--- src/rtl/sha512_pkg.sv ---
`timescale 1ns / 1ps
// ---------------------------------------------------------------------------
// SHA-512 package
// Shared types, constants and round functions for the streaming hasher.
// ---------------------------------------------------------------------------
package sha512_pkg;

    typedef logic [63:0] word_t;

    localparam int unsigned NumRounds = 80;

    typedef struct packed {
        logic load_word;   // write assembled word into schedule slot
        logic start_round; // load working vars from chain
        logic do_round;    // one compression round
        logic finish;      // add working vars into chain
        logic reset_chain; // restore initial hash
        logic [6:0] round; // round index
    } dp_cmd_t;

    function automatic word_t init_hash(input logic [2:0] idx);
        word_t r;
        r = '0;
        unique case (idx)
            3'd0: r = 64'h6a09e667f3bcc908;
            3'd1: r = 64'hbb67ae8584caa73b;
            3'd2: r = 64'h3c6ef372fe94f82b;
            3'd3: r = 64'ha54ff53a5f1d36f1;
            3'd4: r = 64'h510e527fade682d1;
            3'd5: r = 64'h9b05688c2b3e6c1f;
            3'd6: r = 64'h1f83d9abfb41bd6b;
            3'd7: r = 64'h5be0cd19137e2179;
            default: r = '0;
        endcase
        return r;
    endfunction

    function automatic word_t round_k(input logic [6:0] i);
        word_t r;
        r = '0;
        unique case (i)
            7'd0: r = 64'h428a2f98d728ae22;   7'd1: r = 64'h7137449123ef65cd;
            7'd2: r = 64'hb5c0fbcfec4d3b2f;   7'd3: r = 64'he9b5dba58189dbbc;
            7'd4: r = 64'h3956c25bf348b538;   7'd5: r = 64'h59f111f1b605d019;
            7'd6: r = 64'h923f82a4af194f9b;   7'd7: r = 64'hab1c5ed5da6d8118;
            7'd8: r = 64'hd807aa98a3030242;   7'd9: r = 64'h12835b0145706fbe;
            7'd10: r = 64'h243185be4ee4b28c;  7'd11: r = 64'h550c7dc3d5ffb4e2;
            7'd12: r = 64'h72be5d74f27b896f;  7'd13: r = 64'h80deb1fe3b1696b1;
            7'd14: r = 64'h9bdc06a725c71235;  7'd15: r = 64'hc19bf174cf692694;
            7'd16: r = 64'he49b69c19ef14ad2;  7'd17: r = 64'hefbe4786384f25e3;
            7'd18: r = 64'h0fc19dc68b8cd5b5;  7'd19: r = 64'h240ca1cc77ac9c65;
            7'd20: r = 64'h2de92c6f592b0275;  7'd21: r = 64'h4a7484aa6ea6e483;
            7'd22: r = 64'h5cb0a9dcbd41fbd4;  7'd23: r = 64'h76f988da831153b5;
            7'd24: r = 64'h983e5152ee66dfab;  7'd25: r = 64'ha831c66d2db43210;
            7'd26: r = 64'hb00327c898fb213f;  7'd27: r = 64'hbf597fc7beef0ee4;
            7'd28: r = 64'hc6e00bf33da88fc2;  7'd29: r = 64'hd5a79147930aa725;
            7'd30: r = 64'h06ca6351e003826f;  7'd31: r = 64'h142929670a0e6e70;
            7'd32: r = 64'h27b70a8546d22ffc;  7'd33: r = 64'h2e1b21385c26c926;
            7'd34: r = 64'h4d2c6dfc5ac42aed;  7'd35: r = 64'h53380d139d95b3df;
            7'd36: r = 64'h650a73548baf63de;  7'd37: r = 64'h766a0abb3c77b2a8;
            7'd38: r = 64'h81c2c92e47edaee6;  7'd39: r = 64'h92722c851482353b;
            7'd40: r = 64'ha2bfe8a14cf10364;  7'd41: r = 64'ha81a664bbc423001;
            7'd42: r = 64'hc24b8b70d0f89791;  7'd43: r = 64'hc76c51a30654be30;
            7'd44: r = 64'hd192e819d6ef5218;  7'd45: r = 64'hd69906245565a910;
            7'd46: r = 64'hf40e35855771202a;  7'd47: r = 64'h106aa07032bbd1b8;
            7'd48: r = 64'h19a4c116b8d2d0c8;  7'd49: r = 64'h1e376c085141ab53;
            7'd50: r = 64'h2748774cdf8eeb99;  7'd51: r = 64'h34b0bcb5e19b48a8;
            7'd52: r = 64'h391c0cb3c5c95a63;  7'd53: r = 64'h4ed8aa4ae3418acb;
            7'd54: r = 64'h5b9cca4f7763e373;  7'd55: r = 64'h682e6ff3d6b2b8a3;
            7'd56: r = 64'h748f82ee5defb2fc;  7'd57: r = 64'h78a5636f43172f60;
            7'd58: r = 64'h84c87814a1f0ab72;  7'd59: r = 64'h8cc702081a6439ec;
            7'd60: r = 64'h90befffa23631e28;  7'd61: r = 64'ha4506cebde82bde9;
            7'd62: r = 64'hbef9a3f7b2c67915;  7'd63: r = 64'hc67178f2e372532b;
            7'd64: r = 64'hca273eceea26619c;  7'd65: r = 64'hd186b8c721c0c207;
            7'd66: r = 64'heada7dd6cde0eb1e;  7'd67: r = 64'hf57d4f7fee6ed178;
            7'd68: r = 64'h06f067aa72176fba;  7'd69: r = 64'h0a637dc5a2c898a6;
            7'd70: r = 64'h113f9804bef90dae;  7'd71: r = 64'h1b710b35131c471b;
            7'd72: r = 64'h28db77f523047d84;  7'd73: r = 64'h32caab7b40c72493;
            7'd74: r = 64'h3c9ebe0a15c9bebc;  7'd75: r = 64'h431d67c49c100d4c;
            7'd76: r = 64'h4cc5d4becb3e42b6;  7'd77: r = 64'h597f299cfc657e2a;
            7'd78: r = 64'h5fcb6fab3ad6faec;  7'd79: r = 64'h6c44198c4a475817;
            default: r = '0;
        endcase
        return r;
    endfunction

    function automatic word_t rotr(input word_t x, input int unsigned n);
        return (x >> n) | (x << (64 - n));
    endfunction

endpackage

--- src/rtl/sha512_if.sv ---
`timescale 1ns / 1ps
// ---------------------------------------------------------------------------
// SHA-512 channel interfaces
// Valid/ready channels for message input and digest output.
// ---------------------------------------------------------------------------
interface sha512_in_if;
    logic        valid;
    logic        ready;
    logic [63:0] data_word;
    logic [3:0]  byte_count;
    logic        is_last;
    modport source (output valid, data_word, byte_count, is_last, input ready);
    modport sink (input valid, data_word, byte_count, is_last, output ready);
endinterface

interface sha512_out_if;
    logic        valid;
    logic        ready;
    logic [63:0] digest_word;
    logic [2:0]  word_index;
    logic        last_word;
    modport source (output valid, digest_word, word_index, last_word, input ready);
    modport sink (input valid, digest_word, word_index, last_word, output ready);
endinterface

--- src/rtl/sha512_control.sv ---
`timescale 1ns / 1ps
// ---------------------------------------------------------------------------
// SHA-512 controller
// Byte packing, padding sequence, round counter and digest readout.
// ---------------------------------------------------------------------------
module sha512_control
    import sha512_pkg::*;
(
    input  logic           clk,
    input  logic           rst_n,
    sha512_in_if.sink      in_ch,
    sha512_out_if.source   out_ch,
    output dp_cmd_t        cmd,
    output word_t          word_out,
    output logic [2:0]     read_index,
    input  word_t          chain_word
);

    localparam logic [2:0] S_BOOT  = 3'd0;
    localparam logic [2:0] S_IDLE  = 3'd1;
    localparam logic [2:0] S_ROUND = 3'd2;
    localparam logic [2:0] S_FIN   = 3'd3;
    localparam logic [2:0] S_PAD   = 3'd4;
    localparam logic [2:0] S_OUT   = 3'd5;

    logic [2:0]   state_reg, state_next;
    logic [6:0]   round_reg, round_next;
    logic [2:0]   pos_reg, pos_next;        // bytes in the partial word
    logic [3:0]   widx_reg, widx_next;      // words in block
    logic [63:0]  part_reg, part_next;
    logic [63:0]  len_reg, len_next;
    logic         padding_reg, padding_next; // in padding phase
    logic         mark_reg, mark_next;       // 0x80 already placed
    logic         late_reg, late_next;       // 0x80 landed in the length words
    logic [2:0]   oidx_reg, oidx_next;
    // length was written when the last word of a padded block was the length
    logic         lenw_reg, lenw_next;

    logic [3:0]   cnt;
    logic [63:0]  shifted, merged;
    logic [4:0]   total;
    logic         accept;
    word_t        full_word;
    logic         emit_word;
    logic [63:0]  spill;

    assign in_ch.ready = (state_reg == S_IDLE);
    assign accept      = in_ch.valid && in_ch.ready;
    assign cnt         = (in_ch.byte_count > 4'd8) ? 4'd8 : in_ch.byte_count;

    assign out_ch.valid       = (state_reg == S_OUT);
    assign out_ch.digest_word = chain_word;
    assign out_ch.word_index  = oidx_reg;
    assign out_ch.last_word   = (oidx_reg == 3'd7);
    assign read_index         = oidx_reg;

    always_comb
    begin
        logic [63:0] mask;
        mask    = (cnt == 4'd0) ? 64'd0 : ~(64'hffffffffffffffff >> {cnt, 3'b000});
        shifted = (in_ch.data_word & mask) >> {pos_reg, 3'b000};
        spill   = (pos_reg == 3'd0) ? 64'd0
                : ((in_ch.data_word & mask) << {3'd0 - pos_reg, 3'b000});
        merged  = part_reg | shifted;
        total   = {2'b00, pos_reg} + {1'b0, cnt};
    end

    always_comb
    begin
        state_next   = state_reg;
        round_next   = round_reg;
        pos_next     = pos_reg;
        widx_next    = widx_reg;
        part_next    = part_reg;
        len_next     = len_reg;
        padding_next = padding_reg;
        mark_next    = mark_reg;
        late_next    = late_reg;
        oidx_next    = oidx_reg;
        cmd          = '0;
        cmd.round    = round_reg;
        full_word    = merged;
        emit_word    = 1'b0;
        unique case (state_reg)
            S_BOOT:
            begin
                cmd.reset_chain = 1'b1;
                state_next = S_IDLE;
            end
            S_IDLE:
            begin
                if (accept)
                begin
                    len_next = len_reg + {57'd0, cnt, 3'b000};
                    if (total >= 5'd8)
                    begin
                        emit_word = 1'b1;
                        full_word = merged;
                        part_next = spill;
                        pos_next  = 3'(total - 5'd8);
                    end
                    else
                    begin
                        part_next = merged;
                        pos_next  = 3'(total);
                    end
                    if (in_ch.is_last)
                        padding_next = 1'b1;
                    if (emit_word && widx_reg == 4'd15)
                        state_next = S_ROUND;
                    else if (in_ch.is_last)
                        state_next = S_PAD;
                end
            end
            S_PAD:
            begin
                // one word per cycle: partial+0x80, zeros, then length
                emit_word = 1'b1;
                if (!mark_reg)
                begin
                    full_word = part_reg | (64'h80 << {3'd7 - pos_reg, 3'b000});
                    mark_next = 1'b1;
                    part_next = '0;
                    pos_next  = '0;
                    if (widx_reg >= 4'd14)
                        late_next = 1'b1;
                end
                else if (widx_reg == 4'd15 && !late_reg)
                    full_word = len_reg;
                else
                    full_word = '0;
                if (widx_reg == 4'd15)
                    state_next = S_ROUND;
            end
            S_ROUND:
            begin
                cmd.do_round = 1'b1;
                round_next = round_reg + 7'd1;
                if (round_reg == 7'(NumRounds - 1))
                begin
                    round_next = '0;
                    state_next = S_FIN;
                end
            end
            S_FIN:
            begin
                cmd.finish = 1'b1;
                late_next  = 1'b0;
                if (!padding_reg)
                    state_next = S_IDLE;
                else if (mark_reg && widx_reg == 4'd0 && lenw_reg)
                    state_next = S_OUT;
                else
                    state_next = S_PAD;
            end
            S_OUT:
            begin
                if (out_ch.ready)
                begin
                    oidx_next = oidx_reg + 3'd1;
                    if (oidx_reg == 3'd7)
                    begin
                        state_next      = S_BOOT;
                        len_next        = '0;
                        padding_next    = 1'b0;
                        mark_next       = 1'b0;
                        pos_next        = '0;
                        part_next       = '0;
                    end
                end
            end
            default: state_next = S_BOOT;
        endcase
        if (emit_word)
        begin
            cmd.load_word = 1'b1;
            widx_next = widx_reg + 4'd1;
        end
        if (state_next == S_ROUND && state_reg != S_ROUND)
            cmd.start_round = 1'b1;
    end

    always_comb
    begin
        lenw_next = lenw_reg;
        if (state_reg == S_PAD && mark_reg && widx_reg == 4'd15 && !late_reg)
            lenw_next = 1'b1;
        if (state_reg == S_PAD && !mark_reg && widx_reg == 4'd15)
            lenw_next = 1'b0;
        if (state_reg == S_OUT)
            lenw_next = 1'b0;
    end

    assign word_out = full_word;

    always_ff @(posedge clk or negedge rst_n)
    begin
        if (!rst_n)
        begin
            state_reg   <= S_BOOT;
            round_reg   <= '0;
            pos_reg     <= '0;
            widx_reg    <= '0;
            part_reg    <= '0;
            len_reg     <= '0;
            padding_reg <= 1'b0;
            mark_reg    <= 1'b0;
            late_reg    <= 1'b0;
            oidx_reg    <= '0;
            lenw_reg    <= 1'b0;
        end
        else
        begin
            state_reg   <= state_next;
            round_reg   <= round_next;
            pos_reg     <= pos_next;
            widx_reg    <= widx_next;
            part_reg    <= part_next;
            len_reg     <= len_next;
            padding_reg <= padding_next;
            mark_reg    <= mark_next;
            late_reg    <= late_next;
            oidx_reg    <= oidx_next;
            lenw_reg    <= lenw_next;
        end
    end

endmodule

--- src/flat_wrapper.sv ---
// flat-port wrapper written by rule: the top's interface ports become plain ports
module sha512_control_flat import sha512_pkg::*;
  (clk, rst_n, cmd, word_out, read_index, chain_word, in_ch_valid, in_ch_data_word, in_ch_byte_count, in_ch_is_last, in_ch_ready, out_ch_valid, out_ch_digest_word, out_ch_word_index, out_ch_last_word, out_ch_ready);
  sha512_in_if in_ch_i ();
  sha512_out_if out_ch_i ();
  input  logic clk;
  input  logic rst_n;
  output dp_cmd_t cmd;
  output word_t word_out;
  output logic [2:0] read_index;
  input  word_t chain_word;
  input wire logic [$bits(in_ch_i.valid)-1:0] in_ch_valid;
  input wire logic [$bits(in_ch_i.data_word)-1:0] in_ch_data_word;
  input wire logic [$bits(in_ch_i.byte_count)-1:0] in_ch_byte_count;
  input wire logic [$bits(in_ch_i.is_last)-1:0] in_ch_is_last;
  output wire logic [$bits(in_ch_i.ready)-1:0] in_ch_ready;
  output wire logic [$bits(out_ch_i.valid)-1:0] out_ch_valid;
  output wire logic [$bits(out_ch_i.digest_word)-1:0] out_ch_digest_word;
  output wire logic [$bits(out_ch_i.word_index)-1:0] out_ch_word_index;
  output wire logic [$bits(out_ch_i.last_word)-1:0] out_ch_last_word;
  input wire logic [$bits(out_ch_i.ready)-1:0] out_ch_ready;
  assign in_ch_i.valid = in_ch_valid;
  assign in_ch_i.data_word = in_ch_data_word;
  assign in_ch_i.byte_count = in_ch_byte_count;
  assign in_ch_i.is_last = in_ch_is_last;
  assign in_ch_ready = in_ch_i.ready;
  assign out_ch_valid = out_ch_i.valid;
  assign out_ch_digest_word = out_ch_i.digest_word;
  assign out_ch_word_index = out_ch_i.word_index;
  assign out_ch_last_word = out_ch_i.last_word;
  assign out_ch_i.ready = out_ch_ready;
  sha512_control u_core (.clk(clk), .rst_n(rst_n), .in_ch(in_ch_i), .out_ch(out_ch_i), .cmd(cmd), .word_out(word_out), .read_index(read_index), .chain_word(chain_word));
endmodule
--- config.mk ---
export PLATFORM = sky130hd
export DESIGN_NAME = sha512_control_flat
export DESIGN_NICKNAME = d
export VERILOG_FILES = /design/src/rtl/sha512_pkg.sv /design/src/rtl/sha512_if.sv /design/src/rtl/sha512_control.sv /design/src/flat_wrapper.sv
export SDC_FILE = /design/constraint.sdc
export NUM_CORES = 1
export LEC_CHECK = 0
export ABC_AREA = 1
export BUFFER_PORTS_ARGS = -buffer_cell sky130_fd_sc_hd__buf_2
export CORE_ASPECT_RATIO = 0.6
export CORE_MARGIN = 5
export CORE_UTILIZATION = 30
export DETAILED_ROUTE_END_ITERATION = 8
export PLACE_DENSITY = 0.47
export SLEW_MARGIN = 20
export SYNTH_ARGS = -nofsm -noshare
export SYNTH_HDL_FRONTEND = slang
export SYNTH_SLANG_ARGS = --single-unit
export TNS_END_PERCENT = 20
--- constraint.sdc ---
create_clock -name clk -period 3.7 [get_ports clk]
set_input_delay 0.555 -clock clk [delete_from_list [all_inputs] [get_ports clk]]
set_output_delay 0.555 -clock clk [all_outputs]
set_load 0.1 [all_outputs]
# --- Word-level counts from Yosys, hierarchy flattened ---
# Cells that the tools add are included.
word_totals:
  wordCells: 127
  out_inout_bits: 149
  in_bits: 137
  mem_bits_rw: 0
  latch_bits: 0
  rom_bits: 0
  n_memories: 0
  regBits: 152
classes:
  reduce_logical: 28
  eq_ne: 16
  bitwise_logic: 4
  addsub: 8
  shift: 4
  n_mul: 0
  order_cmp: 3
  n_div: 0
  n_mux: 53
op_table:
  columns: ["cell", "n"]
  rows:
  - ["$mux 64", 11]
  - ["$pmux 64 s3", 1]
  - ["$or 64x64->64", 2]
  - ["$pmux 64 s2", 1]
  - ["$add 64x7->64", 1]
  - ["$and 64x64->64", 1]
  - ["$not 64->64", 1]
  - ["$shl 64x6->64", 1]
  - ["$shl 8x6->64 const A", 1]
  - ["$shr 64x6->64", 1]
  - ["$shr 64x7->64 const A", 1]
  - ["$mux 3", 13]
  - ["$mux 1", 19]
  - ["$pmux 3 s6", 1]
  - ["$logic_and 1x1->1", 11]
  - ["$reduce_and 5->1", 2]
  - ["$eq 3x2->1 const B", 3]
  - ["$eq 3x3->1 const B", 3]
  - ["$pmux 3 s3", 1]
  - ["$logic_not 4->1", 2]
  - ["$pmux 1 s2", 4]
  - ["$add 7x1->7 const B", 1]
  - ["$eq 7x7->1 const B", 1]
  - ["$mux 7", 1]
  - ["other kinds (22)", 32]

# --- Longest topological paths before layout ---
depth:
  ltp_word: 14
  ltp_mapped: 17
  depth_no_buf: 16

# --- Worst setup path after synthesis ---
# Ideal clock, no wire load.
synth_timing:
  path_type: "input-to-output"
  from: "in in_ch_byte_count[3]"
  to: "out cmd[10] (netlist name)"
  arrival_time_ns: 3.648
  slack_ns: -0.503
  path_stages: 15
  required_time_ns: 3.145
  path_buffers: 2
  cell_sequence: "buf_2 buf_2 a21boi_0 ha_1 inv_1 fa_1 nand2_1 inv_1 nor2_1 nor2_4 inv_1 nand2_1 nand2_2 inv_1 nor2_1"
synth_rtl:
  columns: ["element", "line_no", "rtl"]
  rows:
  - ["from (decl)", "flat_wrapper.sv:14", "input wire logic [$bits(in_ch_i.byte_count)-1:0] in_ch_byte_count;"]
  - ["to (decl)", "flat_wrapper.sv:8", "output dp_cmd_t cmd;"]

# --- Worst setup path in the final report ---
layout_timing:
  from: "reg u_core.pos_reg[0]"
  to: "out word_out[13]"
layout_via:
  elab_chain_cells: 5
  elab_cells_between_ends: 7
  classes_between: "add/sub (1); shift (2); mux (2); bitwise (2)"
layout_rtl:
  columns: ["element", "line_no", "rtl"]
  rows:
  - ["from (decl)", "sha512_control.sv:28", "logic [2:0] pos_reg, pos_next;"]
  - ["from (signal assigned)", "sha512_control.sv:216", "pos_reg <= pos_next;"]
  - ["$sub 3x3->3", "sha512_control.sv:121", "full_word = part_reg | (64'h80 << {3'd7 - pos_reg, 3'b000});"]
  - ["$shl 8x6->64", "sha512_control.sv:121", null]
  - ["$or 64x64->64", "sha512_control.sv:121", null]
  - ["$mux 64", "sha512_control.sv:119", "if (!mark_reg)"]
  - ["$mux 64 *", null, null]
  - ["to (decl)", "flat_wrapper.sv:9", "output word_t word_out;"]
# Mark *: on every way between the ends. The rest lies on a longest branch, timed or not.

==> impl_results.md <==
- Deepest clock path buffer count: 2
- First-pass GRT wire length: 117,000 um
- Worst VDD drop: 0.00116 V
- Drt drc: 0
- Final min period: 3.66 ns
- Status: finished clean
- Initial core utilization: 30.1%
- Hold Violations, Final: 0
- Cell mode on critical path: nand3_1
- Worst EP required: 3.14 ns
- Routed wire length: 81,500 um
- Post-synth ARST share: 100%
- Storage cell area: 3730 sq um
- Max frequency: 273 MHz
- Cts hold-fix bufs: 0
- Tightest Pin Transition: 0.907 ns
- Routed length per instance: 24.7 um
- Slew Viols, Final: 0
- Startpoint Class: flop
- Die height: 182 um
- Final setup violation count: 0
- Top post-synthesis cells by area: dfrtp_1 25%, nand2_1 23%, nand3_1 15%
- Multi-input logic area: 9140 sq um
- H-Tree Depth: 4
- CTS clk-pin slew, worst paths: 0.08 ns
- Area share of the largest cell type after synthesis: 25.2%
- ANT cells: 0
- Worst clock skew: 0.0182 ns
- Slowest cell delay on critical path: 0.52 ns
- Largest net degree at the start of global routing: 72
- Layout cells sized above 1: 13.8%
- Post-Synthesis Cell Area: 14,800 sq um
- CTS tree: done
- CP Class: reg -> out
- DP HPWL: 63,400 um
- Final #Nets: 2,794
- Initial antenna violation count: 1
- Commonest non-fill, non-tap cell in the layout: nand2_1
- Post-synthesis sequential area ratio: 25.2%
- Commonest non-fill, non-tap cells in the layout: 916 x nand2_1, 440 x nand3_1, 198 x inv_1, 167 x nor2_1, 147 x dfrtp_1
- Slowest stage cell, crit path: inv_2
- Warnings from Yosys: 0
- Relative slew slack: 39.5%
- Worst Path Arrival: 3.11 ns
- CP Max Fanout: 29
- Syn Nets: 2,691
- Core Rows: 63
- Initial DRC count: 2,400
- Die area: 53,900 sq um
- Grt ovf: 0
- RSZ-0062 raised after global routing: true
- Router iterations before antenna repair: 6
- CTS root buf: clkbuf_16
- Distinct cells, synth: 54
- Tcrit/Tclk final: 99.0%
- Mapped Cells: 2,533
- Post-synth top flop: dfrtp_1
- Post-route ant nets: 0
- # IOs: 286
- Placed Instances: 3,267
- LEAKAGE: 0.00901 uW
- Non-Filler Instances: 3,299
- Post-synth EDFFs: 0
- Hold_ws: 0.113 ns
- Power Density: 1220 nW/um^2
- Core area: 49,000 sq um
- Mapped Avg Cell Area: 5.83 sq um
- PortBufs: 157
- Layout fillers: 5,439
- GRT Overall Usage: 29.5%
- Worst-Skew Late Latency: 0.47 ns
- Vias per cell: 5.57
- Critical Path Sink Type: output pin
- Die W: 297 um
- Post-CTS Setup Bufs: 0
- Vias in the first global route: 16,800
- Max reg flops: 64
- Setup TNS: 0 ns
- DR vias: 18,400
- GP Congestion: 1.02
- Num CTS Buffers: 17
- Flip-flop and latch count after synthesis: 149
- TritonCTS Sinks: 149
- Post-CTS resize count: 0
- Critical path, cell by cell: inv_2 > nand3_1 > nand3_1 > nand3_1 > nand2_1 > a21oi_1 > o21ai_0 > buf_12
- Worst Hold Class: in -> async
- Area grow syn2layout: 21.9%
- Yosys top cell by area: dfrtp_1
- Max-cap violations: 0
## worst paths after layout
| check | to | startpoint | depth (start not counted) | slack, ns |
|---|---|---|---|---|
| worst min-delay path | u_core.part_reg[59]$_DFFE_PN0P_ | rst_n | 1 | 0.11 |
| worst max-delay path | word_out[13] | u_core.pos_reg[0]$_DFFE_PN0P_ | 8 | 0.04 |
| worst max register to register | u_core.part_reg[60]$_DFFE_PN0P_ | u_core.pos_reg[0]$_DFFE_PN0P_ | 11 | 0.65 |
| worst min register to register | u_core.part_reg[1]$_DFFE_PN0P_ | u_core.part_reg[1]$_DFFE_PN0P_ | 2 | 0.48 |
| min in group clk | u_core.padding_reg$_DFFE_PN0P_ | in_ch_is_last | 3 | 0.36 |
| max in group asynchronous | u_core.pos_reg[0]$_DFFE_PN0P_ | rst_n | 2 | 2.63 |
## layer usage
metal	global-route usage (%)	part of all wire (%)	vias up
li1	-	-	8488
met1	44.0	46	8762
met2	38.2	37	1041
met3	13.5	15	74
met4	5.78	1.9	4
met5	2.26	0.22	-
## cell type report
cell class | count | area share (%)
Clock inverter | 12 | 0.917
Tap cell | 650 | 4.52
Inverter | 211 | 4.41
Clock buffer | 20 | 2.48
Timing Repair Buffer | 286 | 16.2
Multi-Input combinational cell | 1971 | 50.8
Sequential cell | 149 | 20.7
## critical path, delay by kind of cell (launching register included)
| kind | cells | cell delay [ns] |
|---|---|---|
| AO/OA/AOI/OAI | 2 | 0.56 |
| buffers and inverters | 2 | 0.77 |
| flip-flops | 1 | 0.44 |
| AND/OR/NAND/NOR | 4 | 0.82 |
## synth_stat cells, types with 13 or more instances
| master | number |
|---|---|
| nand2_1 | 916 |
| nand3_1 | 440 |
| inv_1 | 199 |
| nor2_1 | 169 |
| dfrtp_1 | 149 |
| a21oi_1 | 115 |
| nand4_1 | 91 |
| o21ai_0 | 84 |
| buf_4 | 73 |
| clkbuf_1 | 58 |
| buf_2 | 36 |
| buf_1 | 29 |
| ha_1 | 19 |
| o22ai_1 | 15 |
| nor3_1 | 13 |
## through the flow
stage                     total power, uW  utilization (%)  cell area (sq um)  setup WS (ns)
after floorplan                     13300                -              14800         -0.486
after detailed placement            19700             35.5              17400          0.212
after CTS                           21700             36.7              18000          0.120
final                               21900             36.7              18000         0.0364
after global placement              19700             35.5              17400          0.178
after global routing                22900             36.7              18000        -0.0704
## cells by family after synthesis
| logic type | synth area share, % |
|---|---|
| DFF | 25.2 |
| adders and majority gates | 1.88 |
| xor gates and xnor gates | 0.474 |
| AOI/OAI and AO/OA | 10.3 |
| and+or+nand+nor | 49.0 |
| buffers and inverters | 13.0 |
| muxes | 0.152 |
## power breakdown
part           total, uW  leakage [uW]  switching [uW]  internal [uW]
Clock               1960      0.000300             863           1090
Sequential          2600       0.00196             502           2100
Combinational      17400       0.00675           12400           4970
(Power assumes the default switching activity.)
